`config.mk`:
```
export PLATFORM = sky130hd
export DESIGN_NAME = mlst_mul
export DESIGN_NICKNAME = d
export VERILOG_FILES = /design/src/hw/rtl/mlst_pkg.sv /design/src/hw/rtl/mlst_mul.sv
export SDC_FILE = /design/constraint.sdc
export NUM_CORES = 2
export LEC_CHECK = 0
export ABC_AREA = 1
export BUFFER_PORTS_ARGS = -buffer_cell sky130_fd_sc_hd__buf_2
export CORE_MARGIN = 8
export CORE_UTILIZATION = 43
export CTS_BUF_LIST = sky130_fd_sc_hd__clkbuf_2 sky130_fd_sc_hd__clkbuf_4 sky130_fd_sc_hd__clkbuf_8
export DETAILED_ROUTE_END_ITERATION = 16
export GPL_ROUTABILITY_DRIVEN = 1
export MAX_ROUTING_LAYER = met4
export PLACE_DENSITY = 0.69
export SETUP_SLACK_MARGIN = 0.02
export SLEW_MARGIN = 20
export SYNTH_ARGS = -nofsm -noshare
export SYNTH_HDL_FRONTEND = slang
export SYNTH_SLANG_ARGS = --single-unit
export TNS_END_PERCENT = 20
```
`constraint.sdc`:
```
create_clock -name clk -period 2.6 [get_ports clk]
set_input_delay 0.13 -clock clk [delete_from_list [all_inputs] [get_ports clk]]
set_output_delay 0.13 -clock clk [all_outputs]
set_load 0.01 [all_outputs]
```
`src/hw/rtl/mlst_pkg.sv`:
```
// Shared constants, types and saturation helper for the MLP trainer.
`timescale 1ns / 1ps

package mlst_pkg;

    // Hidden layer size and the widths that follow from it.
    localparam int MAX_NEURONS = 16;
    localparam int NIDX_W      = (MAX_NEURONS > 1) ? $clog2(MAX_NEURONS) : 1;
    localparam int CNT_W       = $clog2(MAX_NEURONS + 1);
    localparam int ACC_W       = 32 + CNT_W;

    // Shared multiplier widths.
    localparam int OP_W   = 33;
    localparam int PROD_W = 2 * OP_W;
    localparam int RND_W  = PROD_W - 16;

    // Fixed-point constants.
    localparam logic signed [OP_W-1:0] TENTH_Q16 = 33'sd6554;
    localparam logic signed [OP_W-1:0] GRAD_Q32  = 33'sd8589935;
    localparam logic signed [OP_W-1:0] ONE_Q16   = 33'sd65536;

    // Function codes carried in tuser.
    localparam logic [1:0] FUNC_PREDICT = 2'd0;
    localparam logic [1:0] FUNC_TRAIN   = 2'd1;
    localparam logic [1:0] FUNC_LOAD    = 2'd2;

    // Configuration register indexes.
    localparam int CFG_IDX_W  = 2;
    localparam int CFG_DATA_W = 21;
    localparam logic [CFG_IDX_W-1:0] CFG_NEURON_COUNT = 2'd0;
    localparam logic [CFG_IDX_W-1:0] CFG_LEAK_SLOPE   = 2'd1;
    localparam logic [CFG_IDX_W-1:0] CFG_LEARN_RATE   = 2'd2;

    typedef struct packed {
        logic                   go;
        logic signed [OP_W-1:0] a;
        logic signed [OP_W-1:0] b;
    } mlst_mul_req_t;

    typedef struct packed {
        logic                     done;
        logic signed [PROD_W-1:0] raw;
        logic signed [RND_W-1:0]  rnd;
        logic signed [31:0]       sat;
    } mlst_mul_rsp_t;

    function automatic logic signed [31:0] sat32(input logic signed [PROD_W-1:0] v);
        logic signed [31:0] r;
        if (v > 66'sd2147483647) begin
            r = 32'sh7FFF_FFFF;
        end else if (v < -66'sd2147483648) begin
            r = 32'sh8000_0000;
        end else begin
            r = v[31:0];
        end
        return r;
    endfunction

endpackage

```
`src/hw/rtl/mlst_mul.sv`:
```
// Shared signed multiplier with rounding and saturation stage.
`timescale 1ns / 1ps

module mlst_mul
    import mlst_pkg::*;
(
    input  logic          clk,
    input  logic          rst_n,
    input  mlst_mul_req_t req,
    output mlst_mul_rsp_t rsp
);

    logic                     prod_valid_reg;
    logic signed [PROD_W-1:0] prod_reg;
    logic signed [PROD_W-1:0] prod_next;
    logic                     res_valid_reg;
    logic signed [PROD_W-1:0] raw_reg;
    logic signed [RND_W-1:0]  rnd_reg;
    logic signed [31:0]       sat_reg;
    logic signed [PROD_W-1:0] biased;

    assign prod_next = PROD_W'($signed(req.a)) * PROD_W'($signed(req.b));
    // Round half up, then floor shift by 16.
    assign biased    = prod_reg + 66'sd32768;

    always_ff @(posedge clk or negedge rst_n)
    begin
        if (!rst_n)
        begin
            prod_valid_reg <= 1'b0;
            res_valid_reg  <= 1'b0;
        end
        else
        begin
            prod_valid_reg <= req.go;
            res_valid_reg  <= prod_valid_reg;
        end
    end

    always_ff @(posedge clk)
    begin
        if (req.go)
        begin
            prod_reg <= prod_next;
        end
        raw_reg <= prod_reg;
        rnd_reg <= biased[PROD_W-1:16];
        sat_reg <= sat32(PROD_W'($signed(biased[PROD_W-1:16])));
    end

    assign rsp.done = res_valid_reg;
    assign rsp.raw  = raw_reg;
    assign rsp.rnd  = rnd_reg;
    assign rsp.sat  = sat_reg;

endmodule

```
==> out/results.ini <==
[status]
status = finished with violations
violations = negative setup slack

[sta]
fin_crit_sh_pct = 244
setup_viol = 83
tightest_slew_ns = 0.550
clock.fmax_ghz = 0.158
layout_setup_ws_ns = -3.74
fin_skew_ns = 0.0222
hold_violations = 0
maxSlewHeadroom_pct = 63.3
rsz0062_at_grt = yes
hold_slack_ns = 0.275
post-route-min-period_ns = 6.34
final_max_slew_viol_count = 0

[clock_network]
numCtsBuffers = 34
cts_max_level = 2
cts_buffer_depth = 3
cts_tree = yes
root_buffer = clkbuf_8
cts_sinks = 216
clk_pin_slew_ns = 0.06
clock_latency_ns = 0.52

[drt]
avgViaCountPerCell = 4.79
routed_wl_mm = 145
via_count = 39100
drt_iter0_drc = 2355
ant_nets = 0
wl_per_cell_um = 17.8
drt_pass1_iterations = 7
drc = 0

[setup_path]
max_stage_delay_ns = 0.61
critical_path.max_fanout = 7
critPathRequiredTime_ns = 2.88
crit_family = adder cells
cp-end-kind = register
worstSetupPathType = in2reg
critPathLaunchType = input port
worst-r2r-setup-slack_ns = -0.03
cp.arrival_ns = 6.61
crit_slowest_cell = fa_2
cp.buffers_inverters = 12

[synth]
ys_warn_count = 0
netlist_area_um2 = 48000
ys.flop_type = dfxtp_1
ys_top_cells_by_area = fa_1 48%, inv_1 15%, nand2_1 11%
synth_top_area_share_pct = 47.7
synth_enable_flop_cells = 66
synth_seq_cells = 216
synthCells = 5883
synth.net_count = 7315
synth_seq_area_share_pct = 10.4
syn-mean-instance-area_um2 = 8.17
yosysTopAreaCell = fa_1
async_flop_share_pct = 0.926
yosys.cell_types.count = 47

[floorplanning]
fp-row-count = 122
start_util_pct = 43.4
die_area_um2 = 123000
die_w_um = 350
io_pins = 218
core_area_um2 = 111000
fp.dieH_um = 350

[job]
maxCapViolations = 0

[global_route]
antenna_found_initial = 2
grt_usage_pct = 24.1
busiest_layer = met2
grt_pass1_wl_mm = 228
met3_usage_pct = 3.34
grt_max_degree = 38
grt_overflow = 0
grt_pass1_vias = 42700
grt_util_met1_pct = 30.3
use_met2_pct = 40.7

[min_path]
hold_path_class = in2reg

[final_layout]
drive_above_1_share_pct = 25.1
most-common-layout-cells = 1746 x inv_1, 1370 x nand2_1, 1065 x fa_1
areaGrowthSynthToFinish_pct = 27.0
nNetsFinal = 8081
final_common_cell = inv_1

[place]
gp_congestion = 0.942
dp_hpwl_mm = 124
numPortBuffers = 217

## per-stage QoR
stage | setup slack [ns] | setup TNS (ns) | area (µm²) | std cells | util [%]
6_report | -3.74 | -193.67 | 61000 | 8163 | 55.1
5_1_grt | -3.89 | -211.02 | 61000 | 8161 | 55.1
4_1_cts | -3.69 | -192.89 | 59300 | 8121 | 53.5
3_5_place_dp | -4.85 | -257.33 | 56000 | 8010 | 50.5
3_3_place_gp | -4.77 | -253.25 | 56000 | 8010 | 50.5
2_1_floorplan | -4.15 | -212.60 | 48400 | 5883 | -
## metal layers
| layer | share of wire (%) | wire (µm) | vias to the layer above |
|---|---|---|---|
| met5 | 0 | 0 | - |
| met3 | 7.4 | 10800 | 322 |
| met1 | 40 | 58400 | 19600 |
| met2 | 49 | 70700 | 1425 |
| li1 | - | - | 17800 |
| met4 | 3.7 | 5340 | 0 |
## what timing repair did
| action | in CTS | in global routing |
|---|---|---|
| buffers inserted | 47 | 37 |
| setup endpoints to repair | 91 | 92 |
| pin swaps | 141 | 200 |
| hold buffers | 3 | 0 |
| gates cloned | 6 | 5 |
| gates resized for setup | 527 | 389 |
| hold endpoints to repair | 3 | 0 |
## cells in the mapped netlist (all sizes together), types with 8 or more instances
cell and instances:
nand4 30, ha 218, dfxtp 148, clkbuf 261
a21oi 77, a21o 12, nor2 263, nor3 15
o21bai 15, edfxtp 66, nand2 1476, xnor2 29
o21ai 54, nand3 73, buf 9, fa 1145
inv 1880, a31oi 13, xor2 56, or2 8
## path summary, 6_finish.rpt
| path | startpoint | endpoint | depth (start not counted) |
|---|---|---|---|
| max reg2reg | prod_reg[17] | sat_reg[30] | 15 |
| max in group asynchronous | rst_n | res_valid_reg | 3 |
| min | req[0] | prod_reg[0] | 5 |
| min in group asynchronous | rst_n | prod_valid_reg | 3 |
| max | req[8] | prod_reg[63] | 29 |
| min reg2reg | prod_reg[9] | raw_reg[9] | 0 |
## tightest hold or removal path, cell delays in order
cell,delay [ns]
buf_12,0.13
buf_4,0.14
buf_12,0.15
nand2_1,0.08
inv_1,0.05
## area by class of cell
cell class | count | area (µm²)
clock buffer | 46 | 596
timing repair buffer | 1000 | 8760
multi-input combinational | 3517 | 37700
clock inverter | 11 | 66.3
antenna | 5 | 12.5
fill | 9778 | 49800
inverter | 1880 | 7070
sequential | 216 | 4990
tap | 1488 | 1860
## logic make-up after synthesis
family                     Yosys count  share of synthesized area [%]
buffers and inverters             2150                           16.9
and+or+nand+nor                   1878                           15.5
DFF                                216                           10.4
xor gates and xnor gates            85                           1.61
AOI/OAI and AO/OA                  191                           2.29
adders and majority gates         1363                           53.4
Power is left out: the tool's default activity adds up to more than one toggle a clock period on the data nets, which glitch-free logic cannot reach.
