**src/hw/rtl/mlst_ram.sv**
```systemverilog
// Generic single-port-write, registered-read RAM.
`timescale 1ns / 1ps

module mlst_ram #(
    parameter int WIDTH = 32,
    parameter int DEPTH = 16
) (
    input  logic                                  clk,
    input  logic                                  we,
    input  logic [((DEPTH > 1) ? $clog2(DEPTH) : 1)-1:0] waddr,
    input  logic [WIDTH-1:0]                      wdata,
    input  logic [((DEPTH > 1) ? $clog2(DEPTH) : 1)-1:0] raddr,
    output logic [WIDTH-1:0]                      rdata
);

    logic [WIDTH-1:0] mem [DEPTH];
    logic [WIDTH-1:0] rdata_reg;

    always_ff @(posedge clk)
    begin
        if (we)
        begin
            mem[waddr] <= wdata;
        end
        rdata_reg <= mem[raddr];
    end

    assign rdata = rdata_reg;

endmodule

```
**config.mk**
```make
export PLATFORM = sky130hd
export DESIGN_NAME = mlst_ram
export DESIGN_NICKNAME = d
export VERILOG_FILES = /design/src/hw/rtl/mlst_ram.sv
export SDC_FILE = /design/constraint.sdc
export NUM_CORES = 1
export LEC_CHECK = 0
export ABC_AREA = 0
export BUFFER_PORTS_ARGS = -buffer_cell sky130_fd_sc_hd__buf_2
export CORE_ASPECT_RATIO = 1.25
export CORE_UTILIZATION = 50
export DETAILED_ROUTE_END_ITERATION = 7
export PLACE_DENSITY = 0.67
export SYNTH_ARGS = -nofsm -noshare
export SYNTH_HDL_FRONTEND = slang
export SYNTH_SLANG_ARGS = --single-unit
```
**constraint.sdc**
```tcl
create_clock -name clk -period 8.8 [get_ports clk]
set_clock_uncertainty 0.15 [all_clocks]
set_input_delay 1.76 -clock clk [delete_from_list [all_inputs] [get_ports clk]]
set_output_delay 1.76 -clock clk [all_outputs]
set_load 0.05 [all_outputs]
```
==> flow_summary.json, run 1 <==
{
  "status": "completed",
  "post_cts_buffers": 0,
  "io_buffers": 73,
  "core.rowCount": 81,
  "synth_area_per_cell_um2": 23.69,
  "cts.sinks": 544,
  "rsz0062_at_grt": "no",
  "start_util": 0.5075,
  "cts_tree": "built",
  "final_common_cell": "edfxtp_1",
  "slew_headroom": 0.2569,
  "cp-end-kind": "flop",
  "h-tree-depth": 2,
  "wl_mm": 39.78,
  "die_height_um": 224.8,
  "hp-class": "reg2reg",
  "cp_data_required_time_ps": 9090,
  "antenna_cells": 0,
  "synth_area_leader_cell": "edfxtp_1",
  "drive_above_1_share": 0.3187,
  "cts_resized": 0,
  "worstMarginPinSlew_ps": 1115,
  "nets": 985,
  "finalCriticalPeriod_ps": 3843,
  "largest_reg_flops": 512,
  "synth_cells": 838,
  "max-cap-violations": 0,
  "crit_type": "in2reg",
  "die_w_um": 180.2,
  "final-setup-viol-count": 0,
  "synth.distinct_cells": 18,
  "ys_ff_latch": 544,
  "worstPathArrival_ps": 4140,
  "cp_max_fo": 75,
  "post-route-period-util": 0.4367,
  "clockRootBuffer": "clkbuf_16",
  "gp_congestion": 0.7042,
  "cp-start-kind": "input pin",
  "antenna_left": 0,
  "ios": 74,
  "finalHoldViolCount": 0,
  "grt_pass1_wl_mm": 59.20,
  "dieArea_mm2": 0.04051,
  "cts_buffer_depth": 3,
  "whs_ps": 514.4,
  "grt_max_degree": 76,
  "drc": 0,
  "vdd_drop_max_mv": 0.1740,
  "yosys.area.top_type_share": 0.7744,
  "vias_per_cell": 6.007,
  "path_clk_slew_ps": 70,
  "power_density_mw_per_mm2": 231.2,
  "yosys-top-cells-area": "edfxtp_1 (77%), mux4_2 (15%), dfxtp_1 (3.2%)",
  "coreArea_mm2": 0.03912,
  "grt_pass1_vias": 9462,
  "final_cell_mix": "edfxtp_1 (512), mux4_2 (128), buf_2 (71)",
  "syn_to_final_growth_pct": 12.82,
  "vias": 8873,
  "cts_made_buffers": 49,
  "fmax_ghz": 0.2602,
  "overflow": 0,
  "final-max-slew-violation-count": 0,
  "setup-tns-final_ps": 0,
  "grt_use_total": 0.2030,
  "antenna_found_initial": 2,
  "ys_seq_area_frac": 0.8067,
  "yosys_warnings": 0,
  "dpl.hpwl_mm": 19.95,
  "synth_area_mm2": 0.01985,
  "p_leak_nw": 7.172,
  "hold_buffers": 0,
  "wire_per_inst_um": 26.93,
  "syn_nets": 880,
  "drt_first_iter_violations": 978,
  "drtPass1Iterations": 5,
  "clock_latency_ps": 560
}
## worst max-delay path, cell delays in order
cell and delay, ps:
buf_4 810, buf_4 780, mux4_2 410, a22oi_1 250, nand2_1 70
## cell usage after synthesis (all sizes together)
master and instances:
nand2 33, or3b 1, nand2b 2, a22oi 64, nor3 4, nor2 13, dfxtp 32, clkbuf 17
edfxtp 512, nor2b 2, nand3b 2, buf 26, and2 1, mux4 128, nand3 1
## routing by layer
layer,track usage,share of wire,vias up
li1,-,-,3779
met1,0.2799,0.41,4693
met2,0.3376,0.50,330
met3,0.03255,0.065,67
met4,0.06066,0.021,4
met5,0,0.00058,-
## through the flow
stage | cell area, um2 | cells | util | total power, mW | setup WS (ps)
6_report | 22400 | 1477 | 0.5726 | 5.178 | 4957
4_1_cts | 22400 | 1477 | 0.5726 | 5.219 | 4929
3_5_place_dp | 20950 | 1390 | 0.5354 | 3.275 | 4335
3_3_place_gp | 20950 | 1390 | 0.5354 | 3.268 | 4341
5_1_grt | 22400 | 1477 | 0.5726 | 5.331 | 4787
2_1_floorplan | 19850 | 838 | - | 3.165 | 3710
## path summary, 6_finish.rpt
| path | depth (start not counted) | slack, ps | end | from |
|---|---|---|---|---|
| setup / recovery | 5 | 4960 | rdata[17] | raddr[1] |
| hold / removal | 3 | 510 | rdata[25] | mem[14][25] |
| setup reg to reg | 3 | 7330 | rdata[2] | mem[11][2] |
| hold reg to reg | 3 | 510 | rdata[25] | mem[14][25] |
## area by class of cell
class	count	area (um2)
clock buffers	71	1349
clock inverters	16	105.1
fillers	2840	16720
multi-input cells	251	3750
flip-flops and latches	544	16020
well taps	498	623.1
repair buffers	97	556.8
## power by group
group / internal (mW) / switching, mW
registers: 2.90 / 0.0184
clock network: 1.09 / 0.873
logic: 0.102 / 0.198
## cell families after synthesis
family	count (synthesis)	share of synthesized area
DFF	544	0.8067
muxes	128	0.1452
AOI/OAI and AO/OA	64	0.02420
and+or+nand+nor	59	0.01273
buffers and inverters	43	0.01122
(Power assumes the default switching activity.)
==> run 2: changes to the inputs <==
==> constraint.sdc (replaced) <==
create_clock -name clk -period 3.75 [get_ports clk]
set_clock_uncertainty 0.15 [all_clocks]
set_input_delay 0.75 -clock clk [delete_from_list [all_inputs] [get_ports clk]]
set_output_delay 0.75 -clock clk [all_outputs]
set_load 0.05 [all_outputs]
==> flow_summary.json, run 2 (synthesis gave the netlist of run 1 again) <==
{
  "cp_max_fo": 17,
  "cp-startpoint": "waddr[2]",
  "slew_headroom": 0.3910,
  "start_util": 0.5075,
  "cp-start-kind": "input pin",
  "setup-tns-final_ps": 0,
  "grt_pass1_vias": 9474,
  "antenna_cells": 0,
  "r2r_start": "mem[3][28]",
  "p_int_mw": 9.970,
  "final_common_cell": "edfxtp_1",
  "crit_slowest_cell": "or3b_2",
  "fmax_ghz": 0.4549,
  "rsz0062_at_grt": "no",
  "switching_share": 0.2095,
  "cts.sinks": 544,
  "clock_latency_ps": 570,
  "h-tree-depth": 2,
  "cts_resized": 0,
  "gp_congestion": 0.7316,
  "status": "completed",
  "drtPass1Iterations": 5,
  "hold_buffers": 0,
  "overflow": 0,
  "clockRootBuffer": "clkbuf_16",
  "post_cts_buffers": 0,
  "placed_area_mm2": 0.02117,
  "nets": 994,
  "path_cells": "buf_2, or3b_2, nor2_4, buf_4",
  "cp-end-kind": "flop",
  "max-cap-violations": 0,
  "antenna_found_initial": 2,
  "fillCellCount": 2775,
  "drc": 0,
  "wire_per_inst_um": 26.70,
  "worstPathArrival_ps": 2310,
  "final-setup-viol-count": 0,
  "p_leak_nw": 7.334,
  "drive_above_1_share": 0.3273,
  "largest_reg_flops": 512,
  "antenna_left": 0,
  "pwr-share-seq": 0.543,
  "io_buffers": 73,
  "setup_ws_ps": 1552,
  "vias": 8960,
  "worstMarginPinSlew_ps": 911.6,
  "coreArea_mm2": 0.03912,
  "hold_start": "wdata[27]",
  "grt_max_degree": 47,
  "drt_first_iter_violations": 772,
  "clkPwrFrac": 0.399,
  "dpl.hpwl_mm": 22.20,
  "core.rowCount": 81,
  "grt_pass1_wl_mm": 59.62,
  "syn_to_final_growth_pct": 14.89,
  "p_switching_mw": 2.642,
  "dieArea_mm2": 0.04051,
  "pre_cts_slack_ps": 961.7,
  "crit_type": "in2reg",
  "post-route-period-util": 0.5862,
  "placed_cells": 1398,
  "fin_area_mm2": 0.02281,
  "vdd_drop_max_mv": 0.4407,
  "power_density_mw_per_mm2": 552.9,
  "vias_per_cell": 6.009,
  "final_cell_mix": "edfxtp_1 (512), mux4_2 (128), buf_2 (71)",
  "instances_no_fill": 1491,
  "p_comb_frac": 0.058,
  "cts_tree": "built",
  "grt_use_total": 0.2039,
  "cts_buffer_depth": 3,
  "finalCriticalPeriod_ps": 2198,
  "crit_path_max_incr_delay_ps": 600,
  "wl_mm": 39.81,
  "cts_made_buffers": 50,
  "hp-class": "in2reg",
  "path_clk_slew_ps": 60,
  "finalHoldViolCount": 0,
  "power_mw": 12.61,
  "die_w_um": 180.2,
  "die_height_um": 224.8,
  "ios": 74,
  "cp_data_required_time_ps": 3870,
  "final-max-slew-violation-count": 0
}
[run 2: per-layer routing]
metal	vias up	GRT usage	part of all wire
met2	286	0.3572	0.52
met4	4	0.06093	0.021
met5	-	0	0.00053
met1	4800	0.2650	0.40
met3	62	0.03157	0.057
li1	3808	-	-
[run 2: power by group through the flow]
stage | Combinational (mW) | Clock, mW | Sequential (mW)
2_1_floorplan | 0.327 | 0 | 7.10
3_3_place_gp | 0.732 | 0 | 6.97
3_5_place_dp | 0.742 | 0 | 6.97
4_1_cts | 0.744 | 5.11 | 6.84
5_1_grt | 0.782 | 5.32 | 6.85
6_report | 0.732 | 5.04 | 6.84
[run 2: critical path: cells and delay by family]
kind          cells  cell delay (ps)
buf+inv           2              410
simple gates      2             1130
[run 2: layout make-up]
cell class | instances | area [um2] | share of cell area
Tap cell | 498 | 623.1 | 0.02732
Clock inverter | 22 | 212.7 | 0.009325
Sequential cell | 544 | 16020 | 0.7021
Clock buffer | 71 | 1424 | 0.06242
Multi-Input combinational cell | 251 | 3769 | 0.1652
Timing Repair Buffer | 105 | 767.0 | 0.03362
[run 2: through the flow]
step	hold WS, ps	utilization
after floorplan	484.9	-
after global placement	507.9	0.5413
after detailed placement	505.4	0.5413
after CTS	382.6	0.5831
after global routing	397.6	0.5831
final	409.6	0.5831
[run 2: worst paths after layout]
path / slack [ps] / end / cells after the start
max reg2reg: 2240 / rdata[28] / 3
min reg2reg: 520 / rdata[15] / 3
min: 410 / mem[14][27] / 1
max: 1550 / mem[2][23] / 4
==> run 3: changes to the inputs <==
==> constraint.sdc (replaced) <==
create_clock -name clk -period 2.08 [get_ports clk]
set_clock_uncertainty 0.15 [all_clocks]
set_input_delay 0.416 -clock clk [delete_from_list [all_inputs] [get_ports clk]]
set_output_delay 0.416 -clock clk [all_outputs]
set_load 0.05 [all_outputs]
==> flow_summary.json, run 3 (synthesis gave the netlist of run 1 again) <==
{
  "final-setup-viol-count": 0,
  "crit_slowest_cell": "dfxtp_1",
  "dpl.hpwl_mm": 21.70,
  "final_common_cell": "edfxtp_1",
  "wl_mm": 39.93,
  "finalCriticalPeriod_ps": 1824,
  "syn_to_final_growth_pct": 16.42,
  "cp_data_required_time_ps": 1510,
  "vdd_drop_max_mv": 0.5910,
  "post_cts_buffers": 0,
  "clock_latency_ps": 560,
  "drtPass1Iterations": 4,
  "grt_pass1_wl_mm": 59.84,
  "status": "completed",
  "gp_congestion": 0.7230,
  "cts_resized": 0,
  "final_cell_mix": "edfxtp_1 (512), mux4_2 (128), buf_2 (71)",
  "power_density_mw_per_mm2": 959.4,
  "p_leak_nw": 7.463,
  "path_cells": "buf_2",
  "h-tree-depth": 2,
  "worstMarginPinSlew_ps": 439.4,
  "grt_max_degree": 36,
  "cp-start-kind": "flop",
  "cp_top_family": "flip-flops",
  "coreArea_mm2": 0.03912,
  "fmax_ghz": 0.5483,
  "wire_per_inst_um": 26.43,
  "slew_headroom": 0.7071,
  "grt_use_total": 0.2037,
  "largest_reg_flops": 512,
  "antenna_left": 0,
  "hold_buffers": 0,
  "cts.sinks": 544,
  "clockRootBuffer": "clkbuf_16",
  "cts_buffer_depth": 3,
  "grt_pass1_vias": 9391,
  "rsz0062_at_grt": "no",
  "antenna_found_initial": 1,
  "crit_path_max_incr_delay_ps": 400,
  "ios": 74,
  "path_clk_slew_ps": 60,
  "drt_first_iter_violations": 847,
  "drive_above_1_share": 0.3327,
  "cp-end-kind": "output port",
  "cts_tree": "built",
  "cts_made_buffers": 50,
  "max-cap-violations": 0,
  "die_height_um": 224.8,
  "core.rowCount": 81,
  "fillCellCount": 2726,
  "crit_type": "reg2out",
  "cp_max_fo": 1,
  "io_buffers": 73,
  "final-max-slew-violation-count": 0,
  "power_mw": 22.17,
  "die_w_um": 180.2,
  "finalHoldViolCount": 0,
  "antenna_cells": 0,
  "overflow": 0,
  "nets": 1015,
  "vias_per_cell": 5.931,
  "post-route-period-util": 0.8769,
  "whs_ps": 75.95,
  "worstPathArrival_ps": 1260,
  "regToRegSetupSlack_ps": 610,
  "drc": 0,
  "path_buf_inv": 1,
  "start_util": 0.5075,
  "dieArea_mm2": 0.04051,
  "hp-class": "in2reg",
  "vias": 8962
}
==> run 3: changes by cell type in the layout (fill, tap and decap cells not counted), moves of 3 or more <==
cell | previous run | this run
buf_12 | 12 | 33
clkbuf_1 | 15 | 26
bufinv_16 | 4 | 0
clkinv_1 | 7 | 4
clkinvlp_4 | 3 | 0
==> run 3: layer usage <==
| metal | track usage | vias to the layer above | part of all wire |
|---|---|---|---|
| met1 | 0.2631 | 4779 | 0.40 |
| met3 | 0.02866 | 70 | 0.048 |
| met5 | 0 | - | 0.00030 |
| met2 | 0.3598 | 267 | 0.53 |
| li1 | - | 3844 | - |
| met4 | 0.06341 | 2 | 0.024 |
==> run 3: cell type report <==
type,count,area [um2],share of cell area
multi-input combinational,251,3777,0.1634
timing repair buffer,126,1187,0.05137
sequential,544,16020,0.6929
clock buffer,82,1465,0.06339
tap,498,623.1,0.02696
clock inverter,10,45.04,0.001949
==> run 3: final timing paths <==
path,from,cells past startpoint,endpoint
worst max register to register,mem[2][17],3,rdata[17]
worst max-delay path,rdata[30],1,rdata[30]
worst min register to register,mem[12][27],3,rdata[27]
worst min-delay path,wdata[1],1,mem[12][1]
==> run 3: power by group <==
| group | switching (mW) | leakage [nW] | total, mW | internal (mW) |
|---|---|---|---|---|
| clock | 3.68 | 0.735 | 8.47 | 4.79 |
| combinational | 0.867 | 1.83 | 1.38 | 0.509 |
| sequential | 0.0786 | 4.89 | 12.3 | 12.3 |
==> run 3: metrics by stage <==
stage          instances  worst slack (ps)  utilization  TNS (ps)  area (um2)
2_1_floorplan        838            -513.8            -   -190720       19900
3_3_place_gp        1419             16.99       0.5522         0       21600
3_5_place_dp        1419            -15.75       0.5522    -15.75       21600
4_1_cts             1511             240.6       0.5908         0       23110
5_1_grt             1511             230.2       0.5908         0       23110
6_report            1511             256.0       0.5908         0       23110
